File: src/rtl/core/sks_pkg.sv
// ----------------------------------------------------------------------------
// sks_pkg
// Shared types and constants of the sorted key store.
// ----------------------------------------------------------------------------
`default_nettype none

package sks_pkg;

  localparam int KeyW     = 32;
  localparam int PayloadW = 32;
  localparam int PosInW   = 4;
  localparam int PosOutW  = 5;
  localparam int CountW   = 5;

  typedef enum logic [1:0] {
    CMD_FIND   = 2'd0,
    CMD_INSERT = 2'd1,
    CMD_READ   = 2'd2
  } cmd_e;

  typedef enum logic [1:0] {
    ST_OK    = 2'd0,
    ST_FULL  = 2'd1,
    ST_RANGE = 2'd2
  } status_e;

endpackage

`default_nettype wire

File: src/rtl/core/sks_ram.sv
// ----------------------------------------------------------------------------
// sks_ram
// Generic simple dual-port RAM: one write port, one read port, read data
// registered.
// ----------------------------------------------------------------------------
`default_nettype none

module sks_ram #(
  parameter int Width = 32,
  parameter int Depth = 16
) (
  input  wire logic                     clk_i,
  input  wire logic                     we_i,
  input  wire logic [$clog2(Depth)-1:0] waddr_i,
  input  wire logic [Width-1:0]         wdata_i,
  input  wire logic [$clog2(Depth)-1:0] raddr_i,
  output logic      [Width-1:0]         rdata_o
);

  logic [Width-1:0] mem_q [Depth];

  always_ff @(posedge clk_i) begin
    if (we_i) begin
      mem_q[waddr_i] <= wdata_i;
    end
    rdata_o <= mem_q[raddr_i];
  end

endmodule

`default_nettype wire

File: src/rtl/core/sorted_key_store_search_insert.sv
// ----------------------------------------------------------------------------
// sorted_key_store_search_insert
// One sorted node of key/value entries with find, insert and read commands.
// ----------------------------------------------------------------------------
// Entries live in one RAM with a registered read port, and a single 32-bit
// key comparator does the binary search. Each search step is a RAM read,
// then a compare. Insert then moves up each entry at or above the position,
// drains the last copy and writes the new entry; with nothing to move only
// the write is done, and an insert into a full node skips both the move
// and the write. Read fetches the entry at the position from the RAM. The
// block takes one command at a time; the next command is accepted as soon as
// the previous one has left its result in the output register.
// ----------------------------------------------------------------------------
`default_nettype none

module sorted_key_store_search_insert
  import sks_pkg::*;
#(
  parameter int CAPACITY    = 16,
  parameter int VALUE_WIDTH = 32
) (
  input  wire logic                clk_i,
  input  wire logic                rst_ni,
  input  wire logic                in_valid_i,
  output logic                     in_ready_o,
  input  wire logic [1:0]          cmd_i,
  input  wire logic [KeyW-1:0]     key_i,
  input  wire logic [PayloadW-1:0] payload_i,
  input  wire logic [PosInW-1:0]   position_in_i,
  output logic                     out_valid_o,
  input  wire logic                out_ready_i,
  output logic [1:0]               status_o,
  output logic                     found_o,
  output logic [PosOutW-1:0]       position_out_o,
  output logic [KeyW-1:0]          key_out_o,
  output logic [PayloadW-1:0]      payload_out_o,
  output logic [CountW-1:0]        entry_count_o
);

  localparam int CW = $clog2(CAPACITY + 1);
  localparam int IW = $clog2(CAPACITY);
  localparam int VW = VALUE_WIDTH;
  localparam int EW = KeyW + VW;
  localparam int PW = IW + PosInW;
  localparam logic [CW-1:0] CapC = CW'(CAPACITY);

  typedef enum logic [5:0] {
    S_IDLE  = 6'b000001,
    S_SRCH  = 6'b000010,
    S_CMP   = 6'b000100,
    S_SHIFT = 6'b001000,
    S_RDATA = 6'b010000,
    S_DONE  = 6'b100000
  } state_e;

  state_e           state_q, state_d;
  logic [CW-1:0]    count_q, count_d;
  logic             pend_q, pend_d;
  logic             out_valid_q, out_valid_d;

  cmd_e             cmd_q, cmd_d;
  logic [KeyW-1:0]  key_q, key_d;
  logic [VW-1:0]    val_q, val_d;
  logic [CW-1:0]    lo_q, lo_d, hi_q, hi_d, mid_q, mid_d;
  logic [CW-1:0]    j_q, j_d, pend_addr_q, pend_addr_d;
  status_e          res_status_q, res_status_d;
  logic             res_found_q, res_found_d;
  logic [CW-1:0]    res_pos_q, res_pos_d;
  logic [KeyW-1:0]  res_key_q, res_key_d;
  logic [VW-1:0]    res_val_q, res_val_d;

  logic [1:0]         o_status_q;
  logic               o_found_q;
  logic [PosOutW-1:0] o_pos_q;
  logic [KeyW-1:0]    o_key_q;
  logic [PayloadW-1:0] o_val_q;
  logic [CountW-1:0]  o_count_q;
  logic               load_out;

  logic           ram_we;
  logic [IW-1:0]  ram_waddr, ram_raddr;
  logic [EW-1:0]  ram_wdata, ram_rdata;

  logic [CW:0]           lohi_sum;
  logic [CW-1:0]         mid;
  logic [PW-1:0]         pin_ext, cnt_ext;
  logic [VW+PayloadW-1:0] val_in_ext;
  logic [KeyW-1:0]       rd_key;
  logic [VW-1:0]         rd_val;
  logic                  srch_done;
  logic                  srch_found;
  logic [CW-1:0]         srch_pos;
  logic                  do_rd;
  logic [CW-1:0]         j_minus;

  sks_ram #(
    .Width(EW),
    .Depth(CAPACITY)
  ) u_ram (
    .clk_i  (clk_i),
    .we_i   (ram_we),
    .waddr_i(ram_waddr),
    .wdata_i(ram_wdata),
    .raddr_i(ram_raddr),
    .rdata_o(ram_rdata)
  );

  assign lohi_sum   = {1'b0, lo_q} + {1'b0, hi_q};
  assign mid        = lohi_sum[CW:1];
  assign pin_ext    = {{IW{1'b0}}, position_in_i};
  assign cnt_ext    = {{(PW - CW){1'b0}}, count_q};
  assign val_in_ext = {{VW{1'b0}}, payload_i};
  assign rd_key     = ram_rdata[KeyW-1:0];
  assign rd_val     = ram_rdata[EW-1:KeyW];
  assign do_rd      = (j_q != res_pos_q);
  assign j_minus    = j_q - 1'b1;

  assign in_ready_o = (state_q == S_IDLE);
  assign load_out   = (state_q == S_DONE) && (!out_valid_q || out_ready_i);

  always_comb begin
    state_d      = state_q;
    count_d      = count_q;
    pend_d       = pend_q;
    cmd_d        = cmd_q;
    key_d        = key_q;
    val_d        = val_q;
    lo_d         = lo_q;
    hi_d         = hi_q;
    mid_d        = mid_q;
    j_d          = j_q;
    pend_addr_d  = pend_addr_q;
    res_status_d = res_status_q;
    res_found_d  = res_found_q;
    res_pos_d    = res_pos_q;
    res_key_d    = res_key_q;
    res_val_d    = res_val_q;
    ram_we       = 1'b0;
    ram_waddr    = res_pos_q[IW-1:0];
    ram_wdata    = {val_q, key_q};
    ram_raddr    = mid[IW-1:0];
    srch_done    = 1'b0;
    srch_found   = 1'b0;
    srch_pos     = lo_q;

    case (state_q)
      S_IDLE: begin
        ram_raddr = pin_ext[IW-1:0];
        if (in_valid_i) begin
          cmd_d        = cmd_e'(cmd_i);
          key_d        = key_i;
          val_d        = val_in_ext[VW-1:0];
          lo_d         = '0;
          hi_d         = count_q;
          res_status_d = ST_OK;
          res_found_d  = 1'b0;
          res_pos_d    = '0;
          res_key_d    = '0;
          res_val_d    = '0;
          case (cmd_e'(cmd_i))
            CMD_FIND, CMD_INSERT: state_d = S_SRCH;
            CMD_READ: begin
              if (pin_ext < cnt_ext) begin
                state_d = S_RDATA;
              end else begin
                res_status_d = ST_RANGE;
                state_d      = S_DONE;
              end
            end
            default: state_d = S_DONE;
          endcase
        end
      end
      S_SRCH: begin
        mid_d = mid;
        if (lo_q == hi_q) begin
          srch_done = 1'b1;
        end else begin
          state_d = S_CMP;
        end
      end
      S_CMP: begin
        if (key_q == rd_key) begin
          srch_done  = 1'b1;
          srch_found = 1'b1;
          srch_pos   = mid_q;
        end else begin
          if (key_q < rd_key) begin
            hi_d = mid_q;
          end else begin
            lo_d = mid_q + 1'b1;
          end
          state_d = S_SRCH;
        end
      end
      S_SHIFT: begin
        // reads walk down one entry ahead of the trailing writes
        ram_raddr = j_minus[IW-1:0];
        pend_d    = do_rd;
        if (do_rd) begin
          pend_addr_d = j_q;
          j_d         = j_minus;
        end
        if (pend_q) begin
          ram_we    = 1'b1;
          ram_waddr = pend_addr_q[IW-1:0];
          ram_wdata = ram_rdata;
        end else if (!do_rd) begin
          ram_we  = 1'b1;
          count_d = count_q + 1'b1;
          state_d = S_DONE;
        end
      end
      S_RDATA: begin
        res_key_d = rd_key;
        res_val_d = rd_val;
        state_d   = S_DONE;
      end
      S_DONE: begin
        if (load_out) begin
          state_d = S_IDLE;
        end
      end
      default: state_d = S_IDLE;
    endcase

    if (srch_done) begin
      res_found_d = srch_found;
      res_pos_d   = srch_pos;
      state_d     = S_DONE;
      if (cmd_q == CMD_INSERT) begin
        if (count_q >= CapC) begin
          res_status_d = ST_FULL;
        end else begin
          j_d     = count_q;
          pend_d  = 1'b0;
          state_d = S_SHIFT;
        end
      end
    end
  end

  always_comb begin
    out_valid_d = out_valid_q && !out_ready_i;
    if (load_out) begin
      out_valid_d = 1'b1;
    end
  end

  always_ff @(posedge clk_i or negedge rst_ni) begin
    if (!rst_ni) begin
      state_q     <= S_IDLE;
      count_q     <= '0;
      pend_q      <= 1'b0;
      out_valid_q <= 1'b0;
    end else begin
      state_q     <= state_d;
      count_q     <= count_d;
      pend_q      <= pend_d;
      out_valid_q <= out_valid_d;
    end
  end

  always_ff @(posedge clk_i) begin
    cmd_q        <= cmd_d;
    key_q        <= key_d;
    val_q        <= val_d;
    lo_q         <= lo_d;
    hi_q         <= hi_d;
    mid_q        <= mid_d;
    j_q          <= j_d;
    pend_addr_q  <= pend_addr_d;
    res_status_q <= res_status_d;
    res_found_q  <= res_found_d;
    res_pos_q    <= res_pos_d;
    res_key_q    <= res_key_d;
    res_val_q    <= res_val_d;
  end

  logic [CW+PosOutW-1:0]   pos_ext;
  logic [CW+CountW-1:0]    cnt_out_ext;
  logic [VW+PayloadW-1:0]  val_out_ext;

  assign pos_ext     = {{PosOutW{1'b0}}, res_pos_q};
  assign cnt_out_ext = {{CountW{1'b0}}, count_q};
  assign val_out_ext = {{PayloadW{1'b0}}, res_val_q};

  always_ff @(posedge clk_i) begin
    if (load_out) begin
      o_status_q <= res_status_q;
      o_found_q  <= res_found_q;
      o_pos_q    <= pos_ext[PosOutW-1:0];
      o_key_q    <= res_key_q;
      o_val_q    <= val_out_ext[PayloadW-1:0];
      o_count_q  <= cnt_out_ext[CountW-1:0];
    end
  end

  assign out_valid_o    = out_valid_q;
  assign status_o       = o_status_q;
  assign found_o        = o_found_q;
  assign position_out_o = o_pos_q;
  assign key_out_o      = o_key_q;
  assign payload_out_o  = o_val_q;
  assign entry_count_o  = o_count_q;

`ifndef SYNTHESIS
  a_count_max: assert property (@(posedge clk_i) disable iff (!rst_ni)
    count_q <= CapC)
    else $error("entry count above capacity");

  a_count_step: assert property (@(posedge clk_i) disable iff (!rst_ni)
    (count_q != $past(count_q)) |->
      (count_q == $past(count_q) + 1'b1) && ($past(state_q) == S_SHIFT))
    else $error("entry count changed outside an insert");

  a_we_shift: assert property (@(posedge clk_i) disable iff (!rst_ni)
    ram_we |-> (state_q == S_SHIFT))
    else $error("store written outside the insert phase");

  a_srch_bounds: assert property (@(posedge clk_i) disable iff (!rst_ni)
    (state_q == S_SRCH || state_q == S_CMP) |-> (lo_q <= hi_q) && (hi_q <= count_q))
    else $error("search window out of order");

  a_shift_above: assert property (@(posedge clk_i) disable iff (!rst_ni)
    (state_q == S_SHIFT && pend_q) |-> (pend_addr_q > res_pos_q))
    else $error("move writes at or below the insertion point");
`endif

endmodule

`default_nettype wire
File: config.mk
export PLATFORM = sky130hd
export DESIGN_NAME = sorted_key_store_search_insert
export DESIGN_NICKNAME = d
export VERILOG_FILES = /design/src/rtl/core/sks_pkg.sv /design/src/rtl/core/sks_ram.sv /design/src/rtl/core/sorted_key_store_search_insert.sv
export SDC_FILE = /design/constraint.sdc
export NUM_CORES = 2
export LEC_CHECK = 0
export BUFFER_PORTS_ARGS = -buffer_cell sky130_fd_sc_hd__buf_2
export CAP_MARGIN = 10
export CORE_ASPECT_RATIO = 1.5
export CORE_MARGIN = 4
export CORE_UTILIZATION = 40
export DETAILED_ROUTE_END_ITERATION = 6
export PLACE_DENSITY = 0.53
export RECOVER_POWER = 100
export SLEW_MARGIN = 10
export SYNTH_ARGS = -nofsm -noshare
export SYNTH_HDL_FRONTEND = slang
export SYNTH_SLANG_ARGS = --single-unit
File: constraint.sdc
create_clock -name clk_i -period 5.7 [get_ports clk_i]
set_input_delay 0.285 -clock clk_i [delete_from_list [all_inputs] [get_ports clk_i]]
set_output_delay 0.285 -clock clk_i [all_outputs]
set_load 0.01 [all_outputs]
---- Word-level counts from Yosys, hierarchy flattened ----
Memory sizes are Yosys's and may differ from the RTL's. A register that Yosys moved wholly into a read port is not among the register bits.
Index checks and enable logic that the tools add are counted.
operators by class
  reductions and logical operators ........ 19
  equality and inequality tests ........... 22
  mux-type cells .......................... 61
  magnitude comparators ................... 3
  add/subtract/negate cells ............... 4
  bitwise gates (word level) .............. 2
operator list
  cell                                                  count
  2-to-1 mux 64 bit                                     2
  case mux 32 bit (2 select lines)                      2
  2-to-1 mux 5 bit                                      15
  2-to-1 mux 6 bit                                      10
  case mux 6 bit (6 select lines)                       1
  equality test 32 bit                                  1
  less-than comparator 32 bit                           1
  2-to-1 mux 32 bit                                     1
  case mux 5 bit (2 select lines)                       2
  2-to-1 mux 1 bit                                      16
  != test 3 bit (second input constant)                 5
  2-to-1 mux 2 bit                                      7
  case mux 6 bit (2 select lines)                       1
  adder 5 x 1 -> 5 bit (second input constant)          2
  2-to-1 mux 4 bit                                      2
  != test 2 bit (second input constant)                 4
  case mux 4 bit (2 select lines)                       1
  AND reduction 2 bit                                   4
  AND reduction 4 bit                                   2
  nonzero test 2 bit                                    4
  adder 5 x 5 -> 6 bit                                  1
  equality test 6 x 1 -> 1 bit (second input constant)  1
  equality test 6 x 2 -> 1 bit (second input constant)  1
  equality test 6 x 3 -> 1 bit (second input constant)  1
  20 further kinds                                      24
storage, ports and cells
  register bits after elaboration ......... 252
  RAM bits ................................ 1024
  output and inout port bits .............. 79
  memories kept ........................... 1
memory list
  memory       depth  width  rd ports  clocked after Yosys merged registers in  wr ports  RTL line       source
  u_ram.mem_q  16     64     1         1                                        1         sks_ram.sv:20  logic [Width-1:0] mem_q [Depth];

---- Longest topological paths before layout ----
  word-level depth ........................ 8
  mapped depth ............................ 12
  mapped depth without buffers ............ 9

---- Modules after synthesis ----
From an unflattened synthesis, not the netlist that was laid out.
unflattened totals
  cell total of the unflattened synthesis .. 2364
  area, all modules ....................... 50094.3 um^2
by module, submodules not included
  module                          cells each  instances  area an instance (um^2)  seq. area each (um^2)
  sks_ram                         1647        1          39581.7                  32030.7
  sorted_key_store_search_insert  717         1          10512.6                  7433.4

---- Worst setup path before layout ----
No wires, ideal clock.
  path kind ............................... register to register
  start ................................... register state_q[0]
  end ..................................... register o_count_q[0] (netlist: entry_count_o[0]) (enable)
  buffers on the path ..................... 1
  clock period less this slack ............ 5.236 ns
  cell stages (with the launch flop) ...... 5
  setup slack ............................. 0.464 ns
  data arrival time ....................... 4.698 ns
  path through ............................ dfstp_2 > clkbuf_1 > nor4_1 > nand3b_1 > a21oi_1
on the way
  longest elaborated chain between the ends .. 2
ends and longest elaborated chain
  what                    RTL line                               source
  from (decl)             sorted_key_store_search_insert.sv:56   state_e state_q, state_d;
  from (signal assigned)  sorted_key_store_search_insert.sv:257  state_q <= state_d;
  equality test 6 bit     sorted_key_store_search_insert.sv:119  assign load_out = (state_q == S_DONE) && (!out_valid_q || out_ready_i);
  logical AND 1 bit       sorted_key_store_search_insert.sv:119
  net load_out            sorted_key_store_search_insert.sv:78   logic load_out;
  to (signal assigned)    sorted_key_store_search_insert.sv:295  o_count_q <= cnt_out_ext[CountW-1:0];
  to (decl)               sorted_key_store_search_insert.sv:77   logic [CountW-1:0] o_count_q;
The timed path passes the listed nets, and every way through them passes these cells.
A chain may end at the register's enable or synchronous reset.

---- Worst setup path after layout ----
  start ................................... register state_q[2]
  end ..................................... memory u_ram.mem_q[13][14] in the netlist's numbering, data pin
on the way
  longest elaborated chain between the ends .. 2
ends and longest elaborated chain
  what                          RTL line                               source
  equality test 6 x 4 -> 1 bit  sorted_key_store_search_insert.sv:146  case (state_q)
  2-to-1 mux 64 bit             sorted_key_store_search_insert.sv:146
  net ram_wdata[14]             sorted_key_store_search_insert.sv:82   logic [EW-1:0] ram_wdata, ram_rdata;
  to (decl)                     sks_ram.sv:20
The timed path passes the listed nets, and every way through them passes these cells.

==> out/qor.csv <==
metric;value;unit
Clock Path Buffers;3;
warnings from Yosys;0;
Worst-Skew Late Latency;0.75;ns
H-tree Lvls;4;
internal power;22.0;mW
Design Power;34.5;mW
Max-cap violations;11;
top-count cell post-synth;edfxtp_1;
final wirelength;126000;um
Initial Util;0.403;
Die X-Extent;304;um
DR vias;27695;
fin crit share;0.880;
crit path kind;reg2reg;
drt via density;5.26;
Root Buffer;clkbuf_16;
gr usage total;0.181;
Max rail drop VDD;0.873;mV
Area after DPL;55500;um2
Tightest Hold Check Type;in2reg;
post-synthesis mux area share;0.107;
Routed Antenna Nets;0;
LEAKAGE;20.4;nW
fin. max-slew vios;253;
area share of and/or/nand/nor cells after synthesis;0.0543;
GPL Wtd Cong;0.817;
CTS tree;done;
overflow left after global routing;0;
Slew HR;-0.699;
final setup fails;0;
Core Footprint;130000;um2
Setup TNS Final;0;ns
first drt pass iteration count;5;
TritonCTS Sinks;1340;
PortBufs;152;
# IOs;153;
Net Sw Frac;0.363;
CP max FO;41;
ys async rst share;0.00970;
area of the die;137000;um2
xor/xnor share of the synthesized area;0.00317;
dominant synthesized flop cell;edfxtp_1;
crit path DAT;5.44;ns
Critical Path End Type;flop;
Mapped Avg Cell Area;16.6;um2
Yosys reg bits;1340;
synth cell count leaders;edfxtp_1, nand2_1, mux2i_1;
P per Cell Area;572;nW/um2
fraction of layout cells with a size suffix above 1;0.125;
clock skew;0.0247;ns
Synth Area in Compound Gates;0.0508;
WHS;0.140;ns
Syn Inst Count;3164;
DRC viols;0;
Flop pwr share;0.363;
largest net degree at the start of global routing;142;
first-pass GRT wire length;189000;um
status;complete, but fails checks;
Cell Count, Final, Fillers Out;5268;
number of enable flip-flop cells after synthesis;1256;
Reg clk slew, reported paths;0.07;ns
area grow syn2layout;14.9;%
fmax;0.199;GHz
combinational power share;0.378;
Setup WS post-layout;0.687;ns
FP Rows;162;
Clock Power Share;0.259;
Post-Synth Adder-Cell Area;0.0109;
final net count;3553;
DP HPWL;71400;um
Final min period;5.01;ns
Psw;12.5;mW
vias in the first global route;29006;
dpl ws;1.30;ns
DRT iter0 DRCs;1943;
Post-Syn Nets;3283;
synth top area cells;edfxtp_1, mux2i_1, o211ai_1;
number of distinct library cells after synthesis;62;
CTS Buf Count;132;
Chip Height;451;um
measured slew at the worst slew-check pin;2.55;ns
WL per Instance;24.0;um
initial antenna violation count;2;
Core Util, Final;0.463;
final count of hold timing violations;0;
post-layout instance area;60300;um2
Setup Buffers After CTS;0;
RSZ-0062 raised after global routing;no;
top cell type's share of synthesized area;0.719;
register area share after synthesis;0.753;
placed insts;4952;
Data required, critical path;6.12;ns
failing checks;max-capacitance violations, max-slew violations;
main combinational cell family by area after synthesis;multiplexers;
area leader, netlist;edfxtp_1;
Synth Cell Area;52400;um2
critical path launch point type;flop;
==> cell usage in the layout, fill, tap and decap left out, types with 7 or more instances in the layout <==
cell type,Yosys,routed
xor2_1,12,12
mux2i_1,261,261
nand2_1,404,402
edfxtp_1,1256,1256
clkinv_2,0,19
mux2_2,92,92
inv_6,0,7
o21ai_0,45,48
xnor2_1,7,7
a21o_1,8,8
a22o_1,8,8
dfxtp_1,71,71
clkbuf_16,0,136
inv_1,53,52
clkbuf_2,0,14
mux2_4,19,17
clkbuf_8,0,9
nand3_1,14,14
nor2_1,78,58
bufinv_16,0,16
dfrtp_1,12,12
clkinv_1,0,15
a21oi_1,21,21
buf_2,21,57
ha_1,44,44
buf_12,0,15
clkbuf_1,82,157
and2_0,0,30
nor3_1,11,11
nand4_1,67,67
a31oi_1,10,10
mux2_1,148,150
nor2_4,0,19
o211ai_1,256,257
buf_4,16,21
dlygate4sd3_1,0,70
==> registers in the layout, indices dropped and copies added (netlist names), 6 cells and up <==
register       cells
u_ram.mem_q     1024
u_ram.rdata_o     64
key_out_o         32
key_q             32
payload_out_o     32
res_key_q         32
res_val_q         32
val_q             32
state_q            6
==> power groups by stage <==
stage                     registers (mW)  logic (mW)  clock network, mW
after detailed placement            12.7        13.3                  0
after global routing                12.6        14.2               9.53
after global placement              12.7        13.1                  0
final                               12.5        13.0               8.92
after CTS                           12.5        13.4               9.15
after floorplan                     12.6        9.61                  0
==> worst max-delay path, cell delays in order, from the launching register on <==
cell      delay [ns]
dfrtp_1         0.46
or4_1           0.67
nor3_1          0.78
nand2_4         0.39
buf_4           0.43
clkbuf_1        0.76
o21ai_0         0.42
clkbuf_1        0.70
==> logic make-up after synthesis <==
family	after synthesis
DFF	1340
buffers and inverters	222
muxes	520
adders and majority gates	45
and+or+nand+nor	642
AOI/OAI and AO/OA	376
xor gates and xnor gates	19
==> per-layer routing <==
| layer | up-vias | wire length, um | global-route usage |
|---|---|---|---|
| met2 | 605 | 63400 | 0.312 |
| met4 | 0 | 2620 | 0.0483 |
| met1 | 14223 | 55100 | 0.240 |
| li1 | 12707 | - | - |
| met3 | 160 | 5260 | 0.0309 |
| met5 | - | 0 | 0 |
==> worst paths after layout <==
check                      cells after the start                        from  slack, ns                            end
setup / recovery                               7      state_q[2]$_DFFE_PN0P_       0.69  u_ram.mem_q[13][14]$_DFFE_PP_
hold / removal                                 5            position_in_i[3]       0.14         state_q[4]$_DFFE_PN0P_
setup reg to reg                               7      state_q[2]$_DFFE_PN0P_       0.69  u_ram.mem_q[13][14]$_DFFE_PP_
hold reg to reg                                0  res_key_q[2]$_SDFFCE_PN0P_       0.41         key_out_o[2]$_DFFE_PP_
max in group asynchronous                      3                      rst_ni       4.33         count_q[4]$_DFFE_PN0P_
min in group asynchronous                      2                      rst_ni       0.18         state_q[0]$_DFFE_PN1P_
==> cell type report <==
cell class / instances / area, um2
clock buffer: 178 / 3650
clock inverter: 65 / 797
sequential: 1340 / 39500
timing repair buffer: 305 / 2010
inverter: 53 / 201
fill: 11277 / 69900
tap: 1722 / 2150
multi-input combinational: 1602 / 12000
antenna: 3 / 7.51
==> repair_timing <==
action,in CTS,in global routing
gates resized for setup,0,0
endpoints found under the hold margin,84,0
hold buffers,70,0
Note: power is estimated with default switching activity, not from simulation.
